<file path="config.mk">
export PLATFORM = sky130hd
export DESIGN_NAME = motor_command_arm_gate_core
export DESIGN_NICKNAME = d
export VERILOG_FILES = /design/src/rtl/core/mcag_pkg.sv /design/src/rtl/core/mcag_cfg.sv /design/src/rtl/core/mcag_gate.sv /design/src/rtl/core/mcag_scale.sv /design/src/rtl/core/motor_command_arm_gate_core.sv
export SDC_FILE = /design/constraint.sdc
export NUM_CORES = 2
export LEC_CHECK = 0
export BUFFER_PORTS_ARGS = -buffer_cell sky130_fd_sc_hd__buf_4
export CORE_AREA = 2 2 368 370
export CTS_CLUSTER_SIZE = 40
export DETAILED_ROUTE_END_ITERATION = 8
export DIE_AREA = 0 0 370 372
export GPL_TIMING_DRIVEN = 0
export PLACE_DENSITY = 0.63
export SYNTH_ARGS = -nofsm -noshare
export SYNTH_HDL_FRONTEND = slang
export SYNTH_SLANG_ARGS = --single-unit
</file>
<file path="constraint.sdc">
create_clock -name clk_i -period 14.5 [get_ports clk_i]
set_clock_uncertainty 0.1 [all_clocks]
set_input_delay 0.725 -clock clk_i [delete_from_list [all_inputs] [get_ports clk_i]]
set_output_delay 0.725 -clock clk_i [all_outputs]
set_load 0.01 [all_outputs]
</file>
<file path="src/rtl/core/mcag_pkg.sv">
`default_nettype none
package mcag_pkg;

  // field widths fixed by the interface
  localparam int unsigned NUM_MOTORS = 4;
  localparam int unsigned MOTOR_W    = 18;
  localparam int unsigned WIRE_W     = 16;
  localparam int unsigned SEQ_W      = 32;
  localparam int unsigned REQ_W      = 2;
  localparam int unsigned STATUS_W   = 3;
  localparam int unsigned CFG_IDX_W  = 3;
  localparam int unsigned CFG_DATA_W = 18;
  // positive magnitude of a motor value times the wire maximum
  localparam int unsigned PROD_W     = MOTOR_W - 1 + WIRE_W;

  // register indexes
  localparam logic [CFG_IDX_W-1:0] CFG_LINK_READY   = 3'd0;
  localparam logic [CFG_IDX_W-1:0] CFG_VALUE_MIN    = 3'd1;
  localparam logic [CFG_IDX_W-1:0] CFG_VALUE_MAX    = 3'd2;
  localparam logic [CFG_IDX_W-1:0] CFG_WIRE_MAX     = 3'd3;
  localparam logic [CFG_IDX_W-1:0] CFG_GUARD_FRAMES = 3'd4;

  // requested arm states
  localparam logic [REQ_W-1:0] REQ_DISARMED = 2'd0;
  localparam logic [REQ_W-1:0] REQ_ARMED    = 2'd1;

  typedef enum logic [STATUS_W-1:0] {
    ST_OK            = 3'd0,
    ST_NOT_READY     = 3'd1,
    ST_STATE_INVALID = 3'd2,
    ST_MIXER_INVALID = 3'd3,
    ST_VALUE_INVALID = 3'd4,
    ST_TX_BUSY       = 3'd5
  } status_e;

  typedef struct packed {
    logic                      link_ready;
    logic signed [MOTOR_W-1:0] value_min;
    logic signed [MOTOR_W-1:0] value_max;
    logic [WIRE_W-1:0]         wire_max;
    logic [WIRE_W-1:0]         guard_frames;
  } cfg_t;

  // decision stage result, everything but the wire values
  typedef struct packed {
    status_e           status;
    logic              sent;
    logic [SEQ_W-1:0]  seq;
    logic              armed;
    logic [WIRE_W-1:0] guard_left;
  } gate_t;

endpackage
`default_nettype wire

</file>
<file path="src/rtl/core/mcag_cfg.sv">
`default_nettype none
module mcag_cfg (
  input  logic                           clk_i,
  input  logic                           rst_ni,
  input  logic                           cfg_valid_i,
  output logic                           cfg_ready_o,
  input  logic [mcag_pkg::CFG_IDX_W-1:0]  cfg_index_i,
  input  logic [mcag_pkg::CFG_DATA_W-1:0] cfg_data_i,
  output mcag_pkg::cfg_t                 cfg_o
);
  import mcag_pkg::*;

  cfg_t cfg_q;

  assign cfg_ready_o = 1'b1;
  assign cfg_o       = cfg_q;

  // register file, unknown indexes are dropped
  always_ff @(posedge clk_i or negedge rst_ni) begin
    if (!rst_ni) begin
      cfg_q.link_ready   <= 1'b0;
      cfg_q.value_min    <= '0;
      cfg_q.value_max    <= 18'sh10000;
      cfg_q.wire_max     <= 16'd1000;
      cfg_q.guard_frames <= 16'd50;
    end else if (cfg_valid_i) begin
      unique case (cfg_index_i)
        CFG_LINK_READY:   cfg_q.link_ready   <= cfg_data_i[0];
        CFG_VALUE_MIN:    cfg_q.value_min    <= $signed(cfg_data_i[MOTOR_W-1:0]);
        CFG_VALUE_MAX:    cfg_q.value_max    <= $signed(cfg_data_i[MOTOR_W-1:0]);
        CFG_WIRE_MAX:     cfg_q.wire_max     <= cfg_data_i[WIRE_W-1:0];
        CFG_GUARD_FRAMES: cfg_q.guard_frames <= cfg_data_i[WIRE_W-1:0];
        default: ;
      endcase
    end
  end

endmodule
`default_nettype wire

</file>
<file path="src/rtl/core/mcag_gate.sv">
`default_nettype none
module mcag_gate #(
  parameter int unsigned GUARD_WIDTH = 16
) (
  input  logic                                                   clk_i,
  input  logic                                                   rst_ni,
  input  mcag_pkg::cfg_t                                         cfg_i,
  input  logic                                                   accept_i,
  input  logic                                                   command_i,
  input  logic [mcag_pkg::REQ_W-1:0]                             requested_state_i,
  input  logic [mcag_pkg::SEQ_W-1:0]                             sequence_req_i,
  input  logic                                                   mixer_valid_i,
  input  logic                                                   tx_busy_i,
  input  logic [mcag_pkg::NUM_MOTORS-1:0][mcag_pkg::MOTOR_W-1:0] motor_i,
  output mcag_pkg::gate_t                                        gate_o,
  output logic [mcag_pkg::NUM_MOTORS-1:0][mcag_pkg::PROD_W-1:0]  prod_o
);
  import mcag_pkg::*;

  localparam logic [31:0] GUARD_MAX = 32'((64'd1 << GUARD_WIDTH) - 64'd1);

  logic                                   armed_q, armed_d;
  logic [GUARD_WIDTH-1:0]                 guard_q, guard_d;
  logic [GUARD_WIDTH-1:0]                 guard_load;
  logic [31:0]                            guard_frames_ext;
  logic [31:0]                            guard_d_ext;
  logic                                   in_range;
  logic                                   scale_en;
  logic signed [MOTOR_W-1:0]              value;
  logic [NUM_MOTORS-1:0][MOTOR_W-2:0]     mag;
  logic [NUM_MOTORS-1:0][PROD_W-1:0]      prod_d;
  logic [NUM_MOTORS-1:0][PROD_W-1:0]      prod_q;
  gate_t                                  gate_d;
  gate_t                                  gate_q;

  // guard reload value, saturated to the counter width
  assign guard_frames_ext = 32'(cfg_i.guard_frames);
  assign guard_load = (guard_frames_ext > GUARD_MAX) ? GUARD_MAX[GUARD_WIDTH-1:0]
                                                     : guard_frames_ext[GUARD_WIDTH-1:0];

  // request decision, arm state update and scaling products
  always_comb begin
    armed_d        = armed_q;
    guard_d        = guard_q;
    in_range       = 1'b1;
    scale_en       = 1'b0;
    gate_d.status  = ST_OK;
    gate_d.sent    = 1'b0;
    gate_d.seq     = '0;
    gate_d.armed   = 1'b0;

    for (int k = 0; k < NUM_MOTORS; k++) begin
      value = $signed(motor_i[k]);
      if (value < $signed(cfg_i.value_min) || value > $signed(cfg_i.value_max)) begin
        in_range = 1'b0;
      end
    end

    if (!cfg_i.link_ready) begin
      gate_d.status = ST_NOT_READY;
    end else if (command_i) begin
      if (requested_state_i != REQ_DISARMED && requested_state_i != REQ_ARMED) begin
        gate_d.status = ST_STATE_INVALID;
      end else if ((requested_state_i == REQ_ARMED) != armed_q) begin
        armed_d = (requested_state_i == REQ_ARMED);
        guard_d = armed_d ? guard_load : '0;
      end
    end else begin
      if (!mixer_valid_i) begin
        gate_d.status = ST_MIXER_INVALID;
      end else if (!in_range) begin
        gate_d.status = ST_VALUE_INVALID;
      end else if (tx_busy_i) begin
        gate_d.status = ST_TX_BUSY;
      end else begin
        gate_d.sent  = 1'b1;
        gate_d.seq   = sequence_req_i;
        gate_d.armed = armed_q;
        // zero frames while disarmed or while the guard runs down
        scale_en     = armed_q && (guard_q == '0);
        if (armed_q && guard_q != '0) begin
          guard_d = guard_q - GUARD_WIDTH'(1);
        end
      end
    end

    // non-positive values and zero frames give a zero product
    for (int k = 0; k < NUM_MOTORS; k++) begin
      value     = $signed(motor_i[k]);
      mag[k]    = (scale_en && value > 0) ? value[MOTOR_W-2:0] : '0;
      prod_d[k] = PROD_W'(mag[k]) * PROD_W'(cfg_i.wire_max);
    end

    guard_d_ext       = 32'(guard_d);
    gate_d.guard_left = guard_d_ext[WIRE_W-1:0];
  end

  // arm state and stage one register
  always_ff @(posedge clk_i or negedge rst_ni) begin
    if (!rst_ni) begin
      armed_q <= 1'b0;
      guard_q <= '0;
      gate_q  <= '0;
      prod_q  <= '0;
    end else if (accept_i) begin
      armed_q <= armed_d;
      guard_q <= guard_d;
      gate_q  <= gate_d;
      prod_q  <= prod_d;
    end
  end

  assign gate_o = gate_q;
  assign prod_o = prod_q;

endmodule
`default_nettype wire

</file>
<file path="src/rtl/core/mcag_scale.sv">
`default_nettype none
module mcag_scale #(
  parameter int unsigned VALUE_FRAC_BITS = 16
) (
  input  logic [mcag_pkg::PROD_W-1:0] prod_i,
  input  logic [mcag_pkg::WIRE_W-1:0] wire_max_i,
  output logic [mcag_pkg::WIRE_W-1:0] wire_o
);
  import mcag_pkg::*;

  localparam int unsigned SUM_W = PROD_W + 1;
  localparam logic [SUM_W-1:0] HALF = SUM_W'(1) << (VALUE_FRAC_BITS - 1);

  logic [SUM_W-1:0] sum;
  logic [SUM_W-1:0] rounded;

  // round half up, then saturate to the wire maximum
  always_comb begin
    sum     = SUM_W'(prod_i) + HALF;
    rounded = sum >> VALUE_FRAC_BITS;
    if (rounded > SUM_W'(wire_max_i)) begin
      wire_o = wire_max_i;
    end else begin
      wire_o = rounded[WIRE_W-1:0];
    end
  end

endmodule
`default_nettype wire

</file>
<file path="src/rtl/core/motor_command_arm_gate_core.sv">
// an accepted request is held in the stage one register, then in the result register
// throughput: one request per cycle, limited by nothing but output stall
// stage one makes the decision, updates arm state and multiplies, stage two rounds
// reset clears arm state, guard count, pipeline valids and loads register defaults
`default_nettype none
module motor_command_arm_gate_core #(
  parameter int unsigned VALUE_FRAC_BITS = 16,
  parameter int unsigned GUARD_WIDTH     = 16
) (
  input  logic                            clk_i,
  input  logic                            rst_ni,
  input  logic                            cfg_valid_i,
  output logic                            cfg_ready_o,
  input  logic [mcag_pkg::CFG_IDX_W-1:0]  cfg_index_i,
  input  logic [mcag_pkg::CFG_DATA_W-1:0] cfg_data_i,
  input  logic                            in_valid_i,
  output logic                            in_stall_o,
  input  logic                            command_i,
  input  logic [mcag_pkg::REQ_W-1:0]      requested_state_i,
  input  logic [mcag_pkg::SEQ_W-1:0]      sequence_req_i,
  input  logic                            mixer_valid_i,
  input  logic                            tx_busy_i,
  input  logic signed [mcag_pkg::MOTOR_W-1:0] motor_one_i,
  input  logic signed [mcag_pkg::MOTOR_W-1:0] motor_two_i,
  input  logic signed [mcag_pkg::MOTOR_W-1:0] motor_three_i,
  input  logic signed [mcag_pkg::MOTOR_W-1:0] motor_four_i,
  output logic                            out_valid_o,
  input  logic                            out_stall_i,
  output logic [mcag_pkg::STATUS_W-1:0]   status_o,
  output logic                            frame_sent_o,
  output logic [mcag_pkg::SEQ_W-1:0]      frame_sequence_o,
  output logic                            frame_armed_o,
  output logic [mcag_pkg::WIRE_W-1:0]     wire_one_o,
  output logic [mcag_pkg::WIRE_W-1:0]     wire_two_o,
  output logic [mcag_pkg::WIRE_W-1:0]     wire_three_o,
  output logic [mcag_pkg::WIRE_W-1:0]     wire_four_o,
  output logic [mcag_pkg::WIRE_W-1:0]     guard_left_o
);
  import mcag_pkg::*;

  cfg_t                               cfg;
  gate_t                              gate;
  logic [NUM_MOTORS-1:0][MOTOR_W-1:0] motor;
  logic [NUM_MOTORS-1:0][PROD_W-1:0]  prod;
  logic [NUM_MOTORS-1:0][WIRE_W-1:0]  wire_d;
  logic [NUM_MOTORS-1:0][WIRE_W-1:0]  wire_q;
  gate_t                              res_q;
  logic                               s1_valid_q, s1_valid_d;
  logic                               out_valid_q, out_valid_d;
  logic                               out_load;
  logic                               s1_advance;
  logic                               in_accept;

  assign motor[0] = motor_one_i;
  assign motor[1] = motor_two_i;
  assign motor[2] = motor_three_i;
  assign motor[3] = motor_four_i;

  // configuration registers
  mcag_cfg u_cfg (
    .clk_i       (clk_i),
    .rst_ni      (rst_ni),
    .cfg_valid_i (cfg_valid_i),
    .cfg_ready_o (cfg_ready_o),
    .cfg_index_i (cfg_index_i),
    .cfg_data_i  (cfg_data_i),
    .cfg_o       (cfg)
  );

  // pipeline handshake
  assign out_load   = s1_valid_q && (!out_valid_q || !out_stall_i);
  assign s1_advance = !s1_valid_q || out_load;
  assign in_stall_o = !s1_advance;
  assign in_accept  = in_valid_i && s1_advance;
  assign s1_valid_d = s1_advance ? in_valid_i : s1_valid_q;

  always_comb begin
    if (out_load) begin
      out_valid_d = 1'b1;
    end else if (!out_stall_i) begin
      out_valid_d = 1'b0;
    end else begin
      out_valid_d = out_valid_q;
    end
  end

  always_ff @(posedge clk_i or negedge rst_ni) begin
    if (!rst_ni) begin
      s1_valid_q  <= 1'b0;
      out_valid_q <= 1'b0;
    end else begin
      s1_valid_q  <= s1_valid_d;
      out_valid_q <= out_valid_d;
    end
  end

  // decision stage with arm state and products
  mcag_gate #(
    .GUARD_WIDTH (GUARD_WIDTH)
  ) u_gate (
    .clk_i             (clk_i),
    .rst_ni            (rst_ni),
    .cfg_i             (cfg),
    .accept_i          (in_accept),
    .command_i         (command_i),
    .requested_state_i (requested_state_i),
    .sequence_req_i    (sequence_req_i),
    .mixer_valid_i     (mixer_valid_i),
    .tx_busy_i         (tx_busy_i),
    .motor_i           (motor),
    .gate_o            (gate),
    .prod_o            (prod)
  );

  // rounding and saturation per motor
  for (genvar k = 0; k < NUM_MOTORS; k++) begin : g_scale
    mcag_scale #(
      .VALUE_FRAC_BITS (VALUE_FRAC_BITS)
    ) u_scale (
      .prod_i     (prod[k]),
      .wire_max_i (cfg.wire_max),
      .wire_o     (wire_d[k])
    );
  end

  // result register
  always_ff @(posedge clk_i) begin
    if (out_load) begin
      res_q  <= gate;
      wire_q <= wire_d;
    end
  end

  assign out_valid_o      = out_valid_q;
  assign status_o         = res_q.status;
  assign frame_sent_o     = res_q.sent;
  assign frame_sequence_o = res_q.seq;
  assign frame_armed_o    = res_q.armed;
  assign wire_one_o       = wire_q[0];
  assign wire_two_o       = wire_q[1];
  assign wire_three_o     = wire_q[2];
  assign wire_four_o      = wire_q[3];
  assign guard_left_o     = res_q.guard_left;

endmodule
`default_nettype wire
</file>
==> flow_metrics.py <==
metrics = {
    "layout": {
        "final_common_cell": "inv_1",
        "area_growth_syn_to_layout_pct": 10.5,
        "fin_cells": 7866,
        "seq_area_um2": 8460,
        "fill_cells": 13200,
        "final_cell_mix": "inv_1, fa_1, nand2_1",
        "multiInputGateArea_um2": 40000,
        "layout.nets": 7630,
        "drive_gt1_share_pct": 8.19,
        "postLayoutCellArea_um2": 58800,
    },
    "timing": {
        "final-setup-viol-count": 0,
        "relSlewSlack_pct": -1.67,
        "timing.setup.tns_ns": 0,
        "final_hold_viol_count": 0,
        "fin_crit_sh_pct": 88.7,
        "max_freq_mhz": 77.8,
        "fin_crit_ns": 12.86,
        "worstMarginPinSlew_ns": 1.53,
        "drv_slew": 13,
        "rsz0062_at_grt": "no",
    },
    "synthesis": {
        "synth_xor_xnor_area_share_pct": 2.19,
        "synthCells": 5753,
        "synth.area.mux_share_pct": 1.04,
        "synth-compound-area-share_pct": 8.11,
        "synthAdderAreaFrac_pct": 45.6,
        "synth_nets": 7333,
        "ys_seq_area_share_pct": 15.9,
        "synth_top_family_by_area": "adder cells",
        "ys_types": 89,
        "syn_area_um2": 53200,
        "synth_seq_cells": 314,
        "ys.warnings.count": 0,
        "synthArstFlopShare_pct": 62.7,
        "synthFlopType": "dfrtp_1",
        "synth-simple-area-share_pct": 18.2,
        "synth_area_per_cell_um2": 9.25,
        "synth-edff-count": 117,
    },
    "placement": {
        "dp_cells": 7791,
        "dpl-instance-area_um2": 57500,
        "gp_congestion": 0.978,
        "portBuffers": 252,
        "hpwl_mm": 145,
    },
    "clock_tree": {
        "clk_pin_slew_ns": 0.06,
        "clock_path_buffers": 3,
        "clkSinkCount": 314,
        "cts_resized": 0,
        "clk_latency_ns": 0.61,
        "clock-root-buffer": "clkbuf_16",
        "hold_buffers": 0,
        "cts_made_buffers": 37,
        "htreeDepth": 2,
        "cts_setup_buffers": 0,
        "cts_tree": "yes",
    },
    "pwr": {
        "power.density_nw_per_um2": 50.3,
        "finalPower_mw": 2.96,
        "max-vdd-ir-drop_uv": 101,
        "leakage_nw": 30.0,
    },
    "setup_path": {
        "critical_path.max_fanout": 10,
        "slowest_delay_ns": 1.13,
        "arrival_ns": 13.29,
        "cp-start-kind": "flip-flop",
        "critical_path.top_delay_family": "simple AND/OR/NAND/NOR gates",
        "worstPathBufferInverterCount": 8,
        "critical_path_class": "flip-flop to flip-flop",
        "critPathCaptureType": "flip-flop",
        "required_ns": 14.93,
        "cp_slowest_cell": "nor3_1",
    },
    "route": {
        "wire_per_inst_um": 23.1,
        "drc": 0,
        "post_drt_via_cell_ratio": 5.51,
        "dr_total_vias": 43400,
        "routed_wl_mm": 182,
        "ant_nets": 0,
        "firstDrtPassIters": 6,
        "first_iter_violations": 3610,
    },
    "grt": {
        "grt_start_max_net_pins": 110,
        "grt_pass1_wl_mm": 276,
        "antenna_found_initial": 17,
        "grt_pass1_vias": 44900,
        "overflow": 0,
        "grt_use_total_pct": 26.7,
    },
    "outcome": {
        "outcome": "finished with violations",
        "violations": "max-capacitance violations, max-slew violations",
    },
    "hold_path": {
        "timing.hold.worst.class": "input pin to asynchronous set/reset pin",
    },
    "floorplanning": {
        "die_h_um": 372,
        "ios": 255,
        "initial_utilization_pct": 39.6,
        "dieArea_um2": 138000,
        "die_x_um": 370,
        "row_count": 135,
        "core_um2": 134000,
    },
    "run": {
        "cap_viol_max_count": 2,
    },
}
-- final timing paths --
check	startpoint	endpoint	slack, ns	depth (start not counted)
worst min-delay path	rst_ni	u_gate.gate_o[17]	0.03	1
worst max-delay path	u_cfg.cfg_o[53]	u_gate.prod_o[95]	1.64	37
worst max register to register	u_cfg.cfg_o[53]	u_gate.prod_o[95]	1.64	37
max in group asynchronous	rst_ni	u_gate.prod_o[61]	13.16	2
worst min register to register	u_gate.gate_o[40]	frame_sequence_o[23]	0.33	0
min in group clk_i	sequence_req_i[27]	u_gate.gate_o[44]	0.22	2
-- final cells by class --
| cell class | instances | area share, % |
|---|---|---|
| Clock inverter | 22 | 0.521 |
| Clock buffer | 46 | 1.67 |
| Timing Repair Buffer | 258 | 3.45 |
| Tap cell | 1781 | 3.79 |
| Buffer | 246 | 1.72 |
| Antenna cell | 6 | 0.0255 |
| Multi-Input combinational cell | 4189 | 68.0 |
| Sequential cell | 314 | 14.4 |
| Inverter | 1004 | 6.41 |
-- where the power goes --
group	switching, mW	leakage, nW	internal, mW
clock network	0.426	0.612	0.565
registers	0.0507	3.64	1.01
logic	0.661	25.8	0.249
-- flip-flops by register name, summed over array words and instances (netlist names), 3 cells and up --
name / cells
u_gate.gate_o: 53
frame_sequence_o: 32
wire_one_o: 16
u_gate.prod_o: 72
u_cfg.cfg_o: 69
wire_two_o: 16
wire_four_o: 16
wire_three_o: 16
guard_left_o: 16
status_o: 3
-- synth_stat cells (all sizes together) (17+ instances only) --
| cell | n | area share, % |
|---|---|---|
| a21o | 100 | 1.4 |
| a21oi | 236 | 2.2 |
| a22o | 33 | 0.54 |
| a31oi | 17 | 0.20 |
| and2 | 325 | 3.8 |
| and3 | 227 | 2.7 |
| and4 | 21 | 0.35 |
| buf | 65 | 0.62 |
| clkbuf | 181 | 1.3 |
| dfrtp | 187 | 8.8 |
| edfxtp | 117 | 6.6 |
| fa | 828 | 31 |
| ha | 617 | 14 |
| inv | 1000 | 7.1 |
| mux2 | 41 | 0.87 |
| nand2 | 748 | 5.3 |
| nand2b | 30 | 0.35 |
| nand3 | 110 | 1.0 |
| nand4 | 67 | 0.79 |
| nor2 | 154 | 1.1 |
| nor2b | 37 | 0.43 |
| nor3 | 46 | 0.45 |
| nor4 | 69 | 1.4 |
| o21ai | 178 | 1.7 |
| o21bai | 18 | 0.25 |
| xnor2 | 85 | 1.4 |
| xor2 | 48 | 0.79 |
-- worst reg2reg max path: cells and delay by family, from the launching register on --
| family | cells | cell delay (ns) |
|---|---|---|
| buffers and inverters | 8 | 1.46 |
| AOI/OAI and AO/OA | 9 | 2.03 |
| adders and majority gates | 8 | 3.80 |
| and+or+nand+nor | 12 | 5.02 |
| DFF | 1 | 0.35 |
-- routing by layer --
metal,part of all wire (%),GRT usage [%],vias to the layer above
met2,45,42.5,1817
met3,9.0,5.45,431
met1,40,34.6,21900
met4,6.0,13.5,14
met5,0.044,0,-
li1,-,-,19200
-- through the flow --
step | setup slack, ns | utilization (%) | hold slack, ns
3_5_place_dp | 1.36 | 42.8 | 0.331
2_1_floorplan | 4.44 | - | 0.325
6_report | 1.64 | 43.8 | 0.0260
3_3_place_gp | -1.30 | 42.7 | 0.327
5_1_grt | 1.01 | 43.8 | 0.0948
4_1_cts | 1.91 | 43.8 | 0.0500
-- logic make-up (layout without fill, tap and decap cells) --
kind of cell    Yosys count  in the layout
simple gates           1868           1868
fa+ha+maj              1445           1445
buf+inv                1250           1576
compound gates          692            692
flops                   314            314
xor+xnor                133            133
mux                      50             50
other cells               1              7
Power figures use the tool's default switching activity.
